===== src/rtl/aaf_pkg.sv =====
// ----------------------------------------------------------------------------
// aaf_pkg: shared types and constants
// Command codes, flag bit positions and the ALU result bundle.
// ----------------------------------------------------------------------------
package aaf_pkg;

  typedef logic [4:0] cmd_t;

  localparam cmd_t CMD_LOAD    = 5'd0;
  localparam cmd_t CMD_ADD     = 5'd1;
  localparam cmd_t CMD_ADC     = 5'd2;
  localparam cmd_t CMD_SUB     = 5'd3;
  localparam cmd_t CMD_SBC     = 5'd4;
  localparam cmd_t CMD_AND     = 5'd5;
  localparam cmd_t CMD_XOR     = 5'd6;
  localparam cmd_t CMD_OR      = 5'd7;
  localparam cmd_t CMD_RLC     = 5'd8;
  localparam cmd_t CMD_RRC     = 5'd9;
  localparam cmd_t CMD_RL      = 5'd10;
  localparam cmd_t CMD_RR      = 5'd11;
  localparam cmd_t CMD_SLA     = 5'd12;
  localparam cmd_t CMD_SRA     = 5'd13;
  localparam cmd_t CMD_SRL     = 5'd14;
  localparam cmd_t CMD_SETBIT  = 5'd15;
  localparam cmd_t CMD_RESBIT  = 5'd16;
  localparam cmd_t CMD_READ    = 5'd17;
  localparam cmd_t CMD_ADDPEEK = 5'd18;
  localparam cmd_t CMD_SUBPEEK = 5'd19;

  // Flag byte bit positions
  localparam int FLAG_Z_BIT = 7;
  localparam int FLAG_N_BIT = 6;
  localparam int FLAG_H_BIT = 5;
  localparam int FLAG_C_BIT = 4;

  // One decoded request
  typedef struct packed {
    cmd_t       command;
    logic [7:0] operand;
    logic       carry_bit;
    logic [2:0] bit_index;
  } aaf_req_t;

  // ALU outcome for one request
  typedef struct packed {
    logic [7:0] acc_next;
    logic [7:0] value;
    logic [7:0] flags;
    logic       bit_out;
    logic       peek;
  } aaf_res_t;

endpackage


===== src/rtl/accumulator_alu_with_flags_top.sv =====
// ----------------------------------------------------------------------------
// accumulator_alu_with_flags_top: 8-bit accumulator with flag-reporting ALU
// Input request register, ALU, accumulator and output result register.
// ----------------------------------------------------------------------------
// Each request carries a command, operand, carry-in and bit index and yields
// one result: value, flag byte (Z N H C in bits 7..4) and the indexed bit.
// The block takes one request per cycle unless m_tready holds the result
// register; a request passes through the request register into the result
// register, which drives m_tvalid/m_tdata. The ALU path is combinational;
// the accumulator is updated as a request moves into the result register, so
// the next request always sees the value the previous one left. The result
// register lets a new request be taken while a finished result still waits
// for m_tready. Reset clears the accumulator to zero.
module accumulator_alu_with_flags_top
  import aaf_pkg::*;
(
  input  logic        clk,
  input  logic        rst,
  input  logic        s_tvalid,
  output logic        s_tready,
  input  logic [23:0] s_tdata,   // command[4:0], operand[12:5], carry_bit[13],
                                 // bit_index[16:14], zero[23:17]
  output logic        m_tvalid,
  input  logic        m_tready,
  output logic [23:0] m_tdata    // value[7:0], flags[15:8], bit_out[16], zero[23:17]
);

  logic       req_valid;
  aaf_req_t   req;
  logic [7:0] acc;
  aaf_res_t   res;
  logic       advance;
  logic [7:0] out_value;
  logic [7:0] out_flags;
  logic       out_bit;
  logic       out_peek;

  // Pipeline control
  assign advance  = req_valid && (!m_tvalid || m_tready);
  assign s_tready = !req_valid || advance;

  // Request register
  always_ff @(posedge clk) begin
    if (rst) begin
      req_valid <= 1'b0;
    end else if (s_tready) begin
      req_valid <= s_tvalid;
    end
  end

  always_ff @(posedge clk) begin
    if (s_tready && s_tvalid) begin
      req.command   <= s_tdata[4:0];
      req.operand   <= s_tdata[12:5];
      req.carry_bit <= s_tdata[13];
      req.bit_index <= s_tdata[16:14];
    end
  end

  // ALU
  aaf_alu u_alu (
    .acc (acc),
    .req (req),
    .res (res)
  );

  // Accumulator
  always_ff @(posedge clk) begin
    if (rst) begin
      acc <= 8'd0;
    end else if (advance) begin
      acc <= res.acc_next;
    end
  end

  // Result register
  always_ff @(posedge clk) begin
    if (rst) begin
      m_tvalid <= 1'b0;
    end else if (advance) begin
      m_tvalid <= 1'b1;
    end else if (m_tready) begin
      m_tvalid <= 1'b0;
    end
  end

  always_ff @(posedge clk) begin
    if (advance) begin
      out_value <= res.value;
      out_flags <= res.flags;
      out_bit   <= res.bit_out;
      out_peek  <= res.peek;
    end
  end

  assign m_tdata = {7'd0, out_bit, out_flags, out_value};

  // Checks
  property p_flags_low_zero;
    @(posedge clk) disable iff (rst) m_tvalid |-> (out_flags[3:0] == 4'd0);
  endproperty
  a_flags_low_zero: assert property (p_flags_low_zero)
    else $error("flag low nibble not zero");

  property p_value_is_acc;
    @(posedge clk) disable iff (rst) (m_tvalid && !out_peek) |-> (out_value == acc);
  endproperty
  a_value_is_acc: assert property (p_value_is_acc)
    else $error("shown value differs from accumulator");

  property p_bit_matches_acc;
    @(posedge clk) disable iff (rst)
      (m_tvalid && !out_peek && (out_value == 8'd0)) |-> !out_bit;
  endproperty
  a_bit_matches_acc: assert property (p_bit_matches_acc)
    else $error("indexed bit set on zero accumulator");

  property p_reset_empty;
    @(posedge clk) $past(rst) |-> (!m_tvalid && !req_valid);
  endproperty
  a_reset_empty: assert property (p_reset_empty)
    else $error("pipeline not empty after reset");

endmodule


===== src/rtl/aaf_alu.sv =====
// ----------------------------------------------------------------------------
// aaf_alu: accumulator ALU datapath
// Computes the new accumulator, shown value, flag byte and indexed bit
// for one request from the current accumulator. Purely combinational.
// ----------------------------------------------------------------------------
module aaf_alu
  import aaf_pkg::*;
(
  input  logic [7:0] acc,
  input  aaf_req_t   req,
  output aaf_res_t   res
);

  logic       ci;
  logic [8:0] sum9;
  logic [4:0] sum_lo;
  logic [8:0] diff9;
  logic [4:0] diff_lo;
  logic [7:0] r;
  logic [7:0] shown;
  logic       f_z;
  logic       f_n;
  logic       f_h;
  logic       f_c;
  logic       f_en;

  // Carry/borrow only for the with-carry forms
  assign ci = ((req.command == CMD_ADC) || (req.command == CMD_SBC)) ? req.carry_bit : 1'b0;

  // Shared adder and subtractor with nibble carry/borrow
  assign sum9    = {1'b0, acc} + {1'b0, req.operand} + {8'd0, ci};
  assign sum_lo  = {1'b0, acc[3:0]} + {1'b0, req.operand[3:0]} + {4'd0, ci};
  assign diff9   = {1'b0, acc} - {1'b0, req.operand} - {8'd0, ci};
  assign diff_lo = {1'b0, acc[3:0]} - {1'b0, req.operand[3:0]} - {4'd0, ci};

  // Operation select
  always_comb begin
    r     = acc;
    f_n   = 1'b0;
    f_h   = 1'b0;
    f_c   = 1'b0;
    f_en  = 1'b1;
    case (req.command)
      CMD_LOAD: begin
        r    = req.operand;
        f_en = 1'b0;
      end
      CMD_ADD, CMD_ADC: begin
        r   = sum9[7:0];
        f_h = sum_lo[4];
        f_c = sum9[8];
      end
      CMD_SUB, CMD_SBC: begin
        r   = diff9[7:0];
        f_n = 1'b1;
        f_h = diff_lo[4];
        f_c = diff9[8];
      end
      CMD_AND: r = acc & req.operand;
      CMD_XOR: r = acc ^ req.operand;
      CMD_OR:  r = acc | req.operand;
      CMD_RLC: begin
        r   = {acc[6:0], acc[7]};
        f_c = acc[7];
      end
      CMD_RRC: begin
        r   = {acc[0], acc[7:1]};
        f_c = acc[0];
      end
      CMD_RL: begin
        r   = {acc[6:0], req.carry_bit};
        f_c = acc[7];
      end
      CMD_RR: begin
        r   = {req.carry_bit, acc[7:1]};
        f_c = acc[0];
      end
      CMD_SLA: begin
        r   = {acc[6:0], 1'b0};
        f_c = acc[7];
      end
      CMD_SRA: begin
        r   = {acc[7], acc[7:1]};
        f_c = acc[0];
      end
      CMD_SRL: begin
        r   = {1'b0, acc[7:1]};
        f_c = acc[0];
      end
      CMD_SETBIT: begin
        r    = acc | (8'd1 << req.bit_index);
        f_en = 1'b0;
      end
      CMD_RESBIT: begin
        r    = acc & ~(8'd1 << req.bit_index);
        f_en = 1'b0;
      end
      default: f_en = 1'b0;  // read, peeks and unused codes
    endcase
  end

  // Peeks show the sum/difference but keep the accumulator
  always_comb begin
    case (req.command)
      CMD_ADDPEEK: shown = sum9[7:0];
      CMD_SUBPEEK: shown = diff9[7:0];
      default:     shown = r;
    endcase
  end

  assign f_z = (r == 8'd0);

  always_comb begin
    res.acc_next = r;
    res.value    = shown;
    res.flags    = 8'd0;
    if (f_en) begin
      res.flags[FLAG_Z_BIT] = f_z;
      res.flags[FLAG_N_BIT] = f_n;
      res.flags[FLAG_H_BIT] = f_h;
      res.flags[FLAG_C_BIT] = f_c;
    end
    res.bit_out = r[req.bit_index];
    res.peek    = (req.command == CMD_ADDPEEK) || (req.command == CMD_SUBPEEK);
  end

endmodule

===== config.mk =====
export PLATFORM = sky130hd
export DESIGN_NAME = accumulator_alu_with_flags_top
export DESIGN_NICKNAME = d
export VERILOG_FILES = /design/src/rtl/aaf_pkg.sv /design/src/rtl/accumulator_alu_with_flags_top.sv /design/src/rtl/aaf_alu.sv
export SDC_FILE = /design/constraint.sdc
export NUM_CORES = 1
export LEC_CHECK = 0
export ABC_AREA = 0
export BUFFER_PORTS_ARGS = -buffer_cell sky130_fd_sc_hd__clkbuf_2
export CAP_MARGIN = 10
export CORE_MARGIN = 8
export CORE_UTILIZATION = 46
export CTS_CLUSTER_DIAMETER = 200
export CTS_CLUSTER_SIZE = 25
export DETAILED_ROUTE_END_ITERATION = 7
export PLACE_DENSITY = 0.64
export SLEW_MARGIN = 40
export SYNTH_ARGS = -nofsm -noshare
export SYNTH_HDL_FRONTEND = slang
export SYNTH_SLANG_ARGS = --single-unit

===== constraint.sdc =====
create_clock -name clk -period 7.6 [get_ports clk]
set_clock_uncertainty 0.15 [all_clocks]
set_input_delay 0.38 -clock clk [delete_from_list [all_inputs] [get_ports clk]]
set_output_delay 0.38 -clock clk [all_outputs]
set_load 0.02 [all_outputs]

Word-level counts from Yosys, hierarchy flattened
Cells that the tools add are included.

cells by class
  muxes and demuxes = 11
  multiply operators = 0
  $add $sub $neg = 8
  eq/ne operators = 18
  reduce and logical (&&, ||, !) cells = 15
  divide/modulo/power cells = 0
  shifts and indexed selects = 1
  magnitude comparators = 1
  bitwise gates (word level) = 6

operators by type and width
  operator                                             number
  one-hot mux 8 bit (15 select lines)                  1
  equality test 5 x 4 -> 1 bit, second input constant  8
  equality test 5 x 3 -> 1 bit, second input constant  4
  AND 8 bit                                            2
  OR 8 bit                                             2
  one-hot mux 8 bit (2 select lines)                   1
  equality test 5 bit, second input constant           3
  OR reduction 14 bit                                  1
  equality test 5 x 2 -> 1 bit, second input constant  2
  adder 8 x 8 -> 9 bit                                 1
  adder 9 x 1 -> 9 bit                                 1
  subtractor 8 x 8 -> 9 bit                            1
  subtractor 9 x 1 -> 9 bit                            1
  zero test 8 bit                                      1
  NOT 8 bit                                            1
  left shift 1 x 3 -> 8 bit, first input constant      1
  XOR 8 bit                                            1
  2-to-1 mux 1 bit                                     6
  adder 4 x 4 -> 5 bit                                 1
  adder 5 x 1 -> 5 bit                                 1
  equality test 5 x 1 -> 1 bit, second input constant  1
  zero test 5 bit                                      1
  subtractor 4 x 4 -> 5 bit                            1
  subtractor 5 x 1 -> 5 bit                            1
  other kinds (11)                                     16

storage, ports and cells
  word-level logic and storage cells = 70
  register bits after elaboration = 40
  input port bits = 28
  latch bits = 0
  memory bits (writable) = 0
  memories = 0
  ROM bits = 0
  output and inout bits = 26

Depth between registers and ports, before layout
Gate-level depths: netlist of run 1.

  word-level depth = 7
  gate-level depth with buffers = 15
  gate-level depth less buffers = 13

Modules after synthesis
A second synthesis of run 1 with hierarchy kept.

unflattened totals
  cells, all modules = 399
  area total of the unflattened synthesis = 3782.4 µm²

modules (own cells, without submodules)
  module                          times used  cells an instance  sequential area each (µm²)  area each (µm²)
  aaf_alu                         1           312                0.0                         2254.7
  accumulator_alu_with_flags_top  1           87                 1221.2                      1527.7

Worst setup path after synthesis of run 1
OpenSTA, ideal clock, no wires.

  path kind = register to register
  from = reg req[12] (netlist name)
  to = reg out_bit, data pin
  slack = 3808 ps
  setup time = 160 ps
  period minus slack after synthesis = 3792 ps
  arrival time = 3482 ps
  required time = 7290 ps
  buffers on the path = 3
  stages on the path, launching flop included = 14
  path through = edfxtp_1 buf_6 buf_2 clkbuf_1 nand4b_1 fa_1 fa_1 nand2b_1 a2111o_1 nand2_1 xor2_1 o221a_2 a211o_2 a41oi_1

RTL lines
  element               RTL line                              text
  end signal, assigned  accumulator_alu_with_flags_top.sv:91  out_bit <= res.bit_out;
  end, declared         accumulator_alu_with_flags_top.sv:35  logic out_bit;

==> results by group, run 1 <==
Status
  – Outcome: completed

Worst setup path
  – Most used cell along the critical path: fa_1
  – Delay of the slowest critical-path stage: 0.67 ns
  – Crit Reg-Reg Startpoint: req[16]$_DFFE_PP_
  – R2R depth: 11
  – Crit. End Element: flip-flop
  – Worst EP required: 7.45 ns
  – Crit path kind: reg2reg
  – Max FO, Critical Path: 19
  – Crit-path cells: nor2_2, nand4b_1, fa_1, fa_1, nor2b_1, o221ai_1, o211ai_1, nor4_2, a221oi_2, a2111oi_0, a41oi_1
  – RR Endpoint: out_bit$_DFFE_PP_
  – WP data arrival: 4.51 ns
  – Setup crit start kind: flip-flop
  – Slowest-stage cell, CP: edfxtp_1
  – Reg2reg setup slack: approximately 2.9 ns

Detailed routing
  – TritonRoute pass-1 iters: 6
  – DRT antenna net count: 0
  – Total number of vias: 3088
  – Routed wire per std cell: 18.8 um
  – Vias per Instance: between 6 and 7
  – # DRC: 0
  – Initial DRC Count: 298
  – Routed WL: 9500 um

Final layout
  – Final Cell Area: 3810 um2
  – Finished Core Util: 50.1%
  – Footprint of the multi-input gates: 2170 um2
  – Most common cell after layout, fill and taps aside: clkbuf_2
  – Diode count: 0
  – FILL cells: around 740
  – Most frequent cells in the layout: 35 x clkbuf_2, 30 x edfxtp_1, 27 x inv_1, 22 x ha_1, 21 x nor2_1
  – Final #Nets: 456
  – FF+latch area: about 1100 um2
  – Share of layout cells above drive strength 1: between 10% and 20%
  – P&R area growth vs syn: 7.33%

STA
  – Minimum clock period: 4.66 ns
  – Relative slew slack: 44.5%
  – Fmax achieved: 0.215 GHz
  – Fin. Hold Viols: 0
  – Tcrit/Tclk final: 61.3%
  – Setup tns final: 0 ns
  – Worst-Margin Slew: 0.828 ns
  – Setup violators final: 0
  – RSZ-0062 raised after global routing: false
  – Slew Limit Fails: 0

Synth
  – Sequential area share after synthesis: 31.0%
  – Netlist cell types: 90
  – EDFF count, synth: 30
  – Syn avg cell area: 9.39 um2
  – Top FF cell, synth: edfxtp_1
  – Ys async rst share: 0%
  – Synthesized cell area: 3550 um2
  – Syn Inst Count: 378
  – Yosys reg bits: 40
  – Warnings from Yosys: 0

Pwr
  – PwrDens: 164 nW/um2
  – VDD IR max: 0.0742 mV
  – Leak Pwr: about 1.5 nW
  – Total power: a little over 600 uW

Clock tree
  – Clock sink count: 40
  – Clk pin slew, worst setup/hold paths: 0.08 ns
  – Cts hold-fix bufs: 0
  – Postcts setup bufs: 0
  – CTS root buf: clkbuf_8
  – Clk Latency, worst-skew pair: 0.29 ns
  – Post-CTS sizing: 0
  – Total CTS buffers: 5
  – CTS tree: yes
  – Clock buffer depth: 2
  – H-tree Lvls: 2

GRT
  – Initial antenna violation count: 0
  – GRT Resource Usage Total: between 10% and 20%
  – Total global routing overflow: 0
  – First-pass GRT wire length: ~15000 um
  – Largest net degree at the start of global routing: 33
  – Vias in the first global route: around 3000

Floorplanning
  – # rows: 32
  – Core Region: 7610 um2
  – Starting Density: a little under half
  – Die W: 104 um
  – Num ports: 54
  – Die extent in y: 104 um
  – Die Area: 10800 um2

Placed design
  – # port buffers: 35
  – Placed standard-cell area: ~3700 um2
  – DP Wirelength: 7180 um
  – Gpl congestion: between 0.9 and 1

Hold path
  – Hold_sp: s_tdata[9]
  – Hold Path Sink: req[8]$_DFFE_PP_
  – WHS Path Cells: 1
  – Worst Hold Class: in2reg

Job
  – Max Cap Viol: 0
## Yosys cell counts, types with 4 or more instances
cell	n	area, um2
a211oi_1	13	97.6
a21oi_1	17	85.1
a221o_1	4	40.0
and3_1	6	37.5
buf_2	8	40.0
buf_4	13	97.6
buf_6	4	45.0
clkbuf_1	7	26.3
dfxtp_1	10	200
edfxtp_1	30	901
fa_1	4	80.1
ha_1	22	275
inv_1	27	101
mux2i_1	5	50.1
nand2_1	14	52.6
nand2b_1	4	25.0
nand3_1	12	60.1
nor2_1	21	78.8
nor2b_1	7	43.8
nor3_1	13	65.1
o211a_1	4	40.0
o211ai_1	9	67.6
o21ai_0	16	80.1
xnor2_1	11	96.3
## per-layer routing
metal | up-vias | global-route usage (%) | part of all wire (%)
met4 | 0 | 7.03 | 2.7
met3 | 24 | 4.40 | 7.8
met1 | 1441 | 22.8 | 44
li1 | 1471 | - | -
met5 | - | 0 | 0
met2 | 152 | 26.7 | 45
## per-stage QoR
stage          hold slack, ns  instances  setup slack, ns
2_1_floorplan           0.328        388             3.81
3_3_place_gp            0.338        495             3.07
3_5_place_dp            0.357        495             3.11
4_1_cts                 0.100        503             3.09
5_1_grt                0.0921        505             2.71
6_report                0.104        505             2.94
## worst max-delay path by stage
stage	from	to	slack [ns]	depth (start not counted)
final	req[16]$_DFFE_PP_	out_bit$_DFFE_PP_	2.94	11
after detailed placement	req[16]$_DFFE_PP_	out_bit$_DFFE_PP_	3.11	11
after floorplan	req[12]$_DFFE_PP_	out_bit$_DFFE_PP_	3.81	13
after global routing	req[16]$_DFFE_PP_	out_bit$_DFFE_PP_	2.71	11
after CTS	req[16]$_DFFE_PP_	out_bit$_DFFE_PP_	3.09	11
after global placement	req[16]$_DFFE_PP_	out_bit$_DFFE_PP_	3.07	11
## cells by family (layout without fill, tap and decap cells)
logic type,count (synthesis),count (layout),synth area share (%)
fa+ha+maj,26,26,10.0
mux,5,5,1.41
other cells,1,11,0.106
compound gates,117,117,25.3
buf+inv,62,77,9.06
xor+xnor,14,14,3.67
flops,40,40,31.0
simple gates,113,113,19.4
## worst max-delay path, delay by kind of cell, from the launching register on
family                     cells  cell delay [ns]
AOI/OAI and AO/OA              5             1.14
adders and majority gates      2             0.90
and+or+nand+nor                4             1.50
DFF                            1             0.67
## cell type report
cell class                      count  share of cell area [%]
Timing Repair Buffer               40                    5.78
Inverter                           29                    2.86
Clock buffer                        7                    2.00
Clock inverter                      1                   0.230
Sequential cell                    40                    28.9
Multi-Input combinational cell    286                    56.9
Tap cell                          102                    3.35
## report_power, final
group | switching [mW] | leakage [nW] | internal, mW | total (mW)
clock network | 0.0765 | 0.0424 | 0.0657 | 0.142
registers | 0.0211 | 0.374 | 0.252 | 0.273
logic | 0.126 | 1.10 | 0.0820 | 0.208
## flip-flops by register name, summed over array words and instances, names as in the netlist
| name | cells |
|---|---|
| req | 17 |
| acc | 8 |
| out_value | 8 |
| out_flags | 4 |
| req_valid | 1 |
| m_tvalid | 1 |
| out_bit | 1 |
Power figures use the tool's default switching activity.
==> run 2: changes to the inputs <==
Settings changed: ABC_AREA 0 to 1, PLACE_DENSITY 0.64 to 0.66.
Clock period 7.6 ns to 4 ns, I/O delays scaled along.
==> run 2 against run 1 <==
Compared with the run above: clock power up 100%; power up 91%; final area up 8.4%; register-to-register slack worse by 2.6 ns; core utilization up 3.9 points; sequential share of layout area down 2.2 points; critical path depth up 9; largest cell class unchanged; fmax up 28%.
==> results by group, run 2 <==
Pwr
  – Total power: 1.19 mW (+91%)
  – Leak Pwr: 2.06 nW (+36%)
  – VDD IR max: 0.144 mV (+94%)
  – PwrDens: 289 nW/um2 (+76%)

Clock tree
  – CTS tree: yes
  – Clock buffer depth: 2 (unchanged)
  – H-tree Lvls: 2 (unchanged)
  – Clock sink count: 40 (unchanged)
  – Clk pin slew, worst setup/hold paths: 0.09 ns (about the same)
  – CTS root buf: clkbuf_8
  – Total CTS buffers: 5 (unchanged)
  – Clk Latency, worst-skew pair: 0.31 ns (+0.02 ns)

STA
  – Relative slew slack: 53.6% (+9.1 points)
  – Final worst slack: 0.357 ns (-2.59 ns)
  – Slew Limit Fails: 0 (unchanged)
  – Tcrit/Tclk final: 91.1% (+30 points)
  – Setup tns final: 0 ns (unchanged)
  – Fmax achieved: 0.275 GHz (+28%)
  – RSZ-0062 raised after global routing: false
  – Minimum clock period: 3.64 ns (-1.01 ns)
  – Hold_ws: 0.0322 ns (-0.0723 ns)
  – Worst-Margin Slew: 0.688 ns (-0.140 ns)
  – Setup violators final: 0 (unchanged)
  – Fin. Hold Viols: 0 (unchanged)

Final layout
  – Most frequent cells in the layout: 156 x nand2_1, 70 x inv_1, 62 x nand3_1, 47 x nor2_1, 35 x clkbuf_2
  – Finished Core Util: 54.0% (+3.9 points)
  – Final Cell Area: 4130 um2 (+8.4%)
  – Non-filler instance count after layout: 692 (+37%)
  – P&R area growth vs syn: 15.4%
  – FILL cells: 785 (+5.9%)
  – Share of layout cells above drive strength 1: 12.0% (-6.3 points)
  – Final #Nets: 643 (+41%)
  – Diode count: 0 (unchanged)
  – Most common cell after layout, fill and taps aside: nand2_1
  – Largest regs: req x17, acc x8, out_value x8
  – Max reg flops: 17 (unchanged)
  – Largest register by flop count: req

Worst setup path
  – Crit-path cells: inv_2, nor2_4, nand3_1, o21ai_0, nand2_1, inv_1, fa_1, inv_1, ha_1, nor2_1, o21ai_0, buf_4, nand2_1, nand3b_1, nand3_1, nand4_1, nand2_1, nand2_1, nor2_1, nor2_1
  – Max FO, Critical Path: 5 (-14)
  – Setup crit start kind: flip-flop
  – Delay of the slowest critical-path stage: 0.54 ns (-0.13 ns)
  – Critical path's top delay family: simple AND/OR/NAND/NOR gates
  – Slowest-stage cell, CP: fa_1
  – Most used cell along the critical path: nand2_1
  – Worst EP required: 3.92 ns (-3.53 ns)
  – Crit path kind: reg2reg
  – WP buf/inv: 4 (+4)
  – Crit. End Element: flip-flop
  – WP data arrival: 3.56 ns (-0.95 ns)

Placed design
  – Pre-CTS setup slack: 0.336 ns (-2.78 ns)
  – Gpl congestion: 0.943 (-2.8%)
  – DP Wirelength: 8730 um (+22%)
  – Placed standard-cell area: 3850 um2 (+4.0%)
  – # port buffers: 35 (unchanged)
  – Placed cell count: 665 (+34%)

Floorplanning
  – Core Region: 7650 um2 (+0.53%)
  – Num ports: 54 (unchanged)
  – Die extent in y: 104 um (+0.36%)
  – # rows: 32 (unchanged)
  – Die Area: 10900 um2 (+0.71%)
  – Starting Density: 46.8% (+0.15 points)
  – Die W: 104 um (+0.36%)

Synth
  – Yosys reg bits: 40 (unchanged)
  – Synth top cells by count: 156 x nand2_1, 70 x inv_1, 63 x nand3_1
  – Yosys top cell area share: 25.2% (-0.21 points)
  – Most area-consuming cells after synthesis: edfxtp_1 25%, nand2_1 16%, nand3_1 8.8%
  – Syn Inst Count: 529 (+40%)
  – Netlist cell types: 38 (-58%)
  – Top FF cell, synth: edfxtp_1
  – EDFF count, synth: 30 (unchanged)
  – Ys async rst share: 0% (unchanged)
  – Sequential area share after synthesis: 30.8% (-0.26 points)
  – Warnings from Yosys: 0 (unchanged)
  – Largest area contributor in the netlist: edfxtp_1
  – Syn avg cell area: 6.77 um2 (-28%)
  – Most common cell in the synthesized netlist: nand2_1
  – Synthesized cell area: 3580 um2 (+0.85%)

Job
  – Max Cap Viol: 0 (unchanged)

Detailed routing
  – Initial DRC Count: 330 (+11%)
  – DRT antenna net count: 0 (unchanged)
  – Routed WL: 10700 um (+12%)
  – Vias per Instance: 5.27 (-14%)
  – # DRC: 0 (unchanged)
  – Routed wire per std cell: 15.4 um (-18%)
  – Total number of vias: 3648 (+18%)
  – TritonRoute pass-1 iters: 5 (-1)

Status
  – Outcome: completed

Hold path
  – Worst Hold Class: in2reg

GRT
  – Initial antenna violation count: 0 (unchanged)
  – Total global routing overflow: 0 (unchanged)
  – GRT Resource Usage Total: 19.1% (+1.7 points)
  – First-pass GRT wire length: 16800 um (+8.5%)
  – Vias in the first global route: 3307 (+11%)
  – Largest net degree at the start of global routing: 19 (-42%)
run 2: cell count changes after synthesis, moves of 9 or more:
| cell | delta |
|---|---|
| a211oi_1 | -12 |
| inv_1 | +43 |
| nand2_1 | +142 |
| nand3_1 | +51 |
| nand4_1 | +9 |
| nor2_1 | +26 |
| nor3_1 | -12 |
| o21ai_0 | +13 |
| xnor2_1 | -9 |
run 2: final timing paths:
path                          from                     to  slack, ns  cells after the start
min                       m_tready  m_tvalid$_SDFFE_PP0P_       0.03                      4
max              req[14]$_DFFE_PP_      out_bit$_DFFE_PP_       0.36                     20
max reg2reg      req[14]$_DFFE_PP_      out_bit$_DFFE_PP_       0.36                     20
min reg2reg  m_tvalid$_SDFFE_PP0P_  m_tvalid$_SDFFE_PP0P_       0.37                      2
run 2: logic make-up (layout without fill, tap and decap cells):
kind of cell	count (synthesis)	after routing	synth area share [%]
AOI/OAI and AO/OA	66	66	10.3
xor gates and xnor gates	4	4	0.979
adders and majority gates	26	26	9.93
buffers and inverters	94	145	11.4
DFF	40	40	30.8
other	1	11	0.105
and+or+nand+nor	298	298	36.5
run 2: power by group:
group	switching [mW]	total (mW)	internal, mW
Combinational	0.258	0.396	0.137
Clock	0.161	0.285	0.124
Sequential	0.0315	0.511	0.479
run 2: layer usage:
metal | up-vias | part of all wire, % | track usage, %
met4 | 0 | 2.4 | 6.31
met3 | 19 | 6.8 | 3.35
li1 | 1836 | - | -
met5 | - | 0 | 0
met2 | 143 | 45 | 30.8
met1 | 1650 | 46 | 25.2
run 2: final cells by class:
type	count	area, um2	area share, %
Timing Repair Buffer	61	415	10.1
Multi-Input combinational cell	405	2110	51.1
Clock buffer	6	72.6	1.76
Clock inverter	2	16.3	0.394
Tap cell	102	128	3.09
Inverter	76	285	6.91
Sequential cell	40	1100	26.7
run 2: worst register-to-register path, delay by kind of cell, from the launching register on:
family	cells	cell delay [ns]
compound gates	2	0.22
simple gates	12	1.38
fa+ha+maj	2	0.72
flops	1	0.51
buf+inv	4	0.44
run 2: what timing repair did:
| action | CTS | global route |
|---|---|---|
| endpoints found under the hold margin | 18 | 0 |
| hold buffers | 18 | 0 |
| resized for setup | 0 | 1 |
| buffers inserted | 0 | 1 |
| setup endpoints to repair | 0 | 1 |
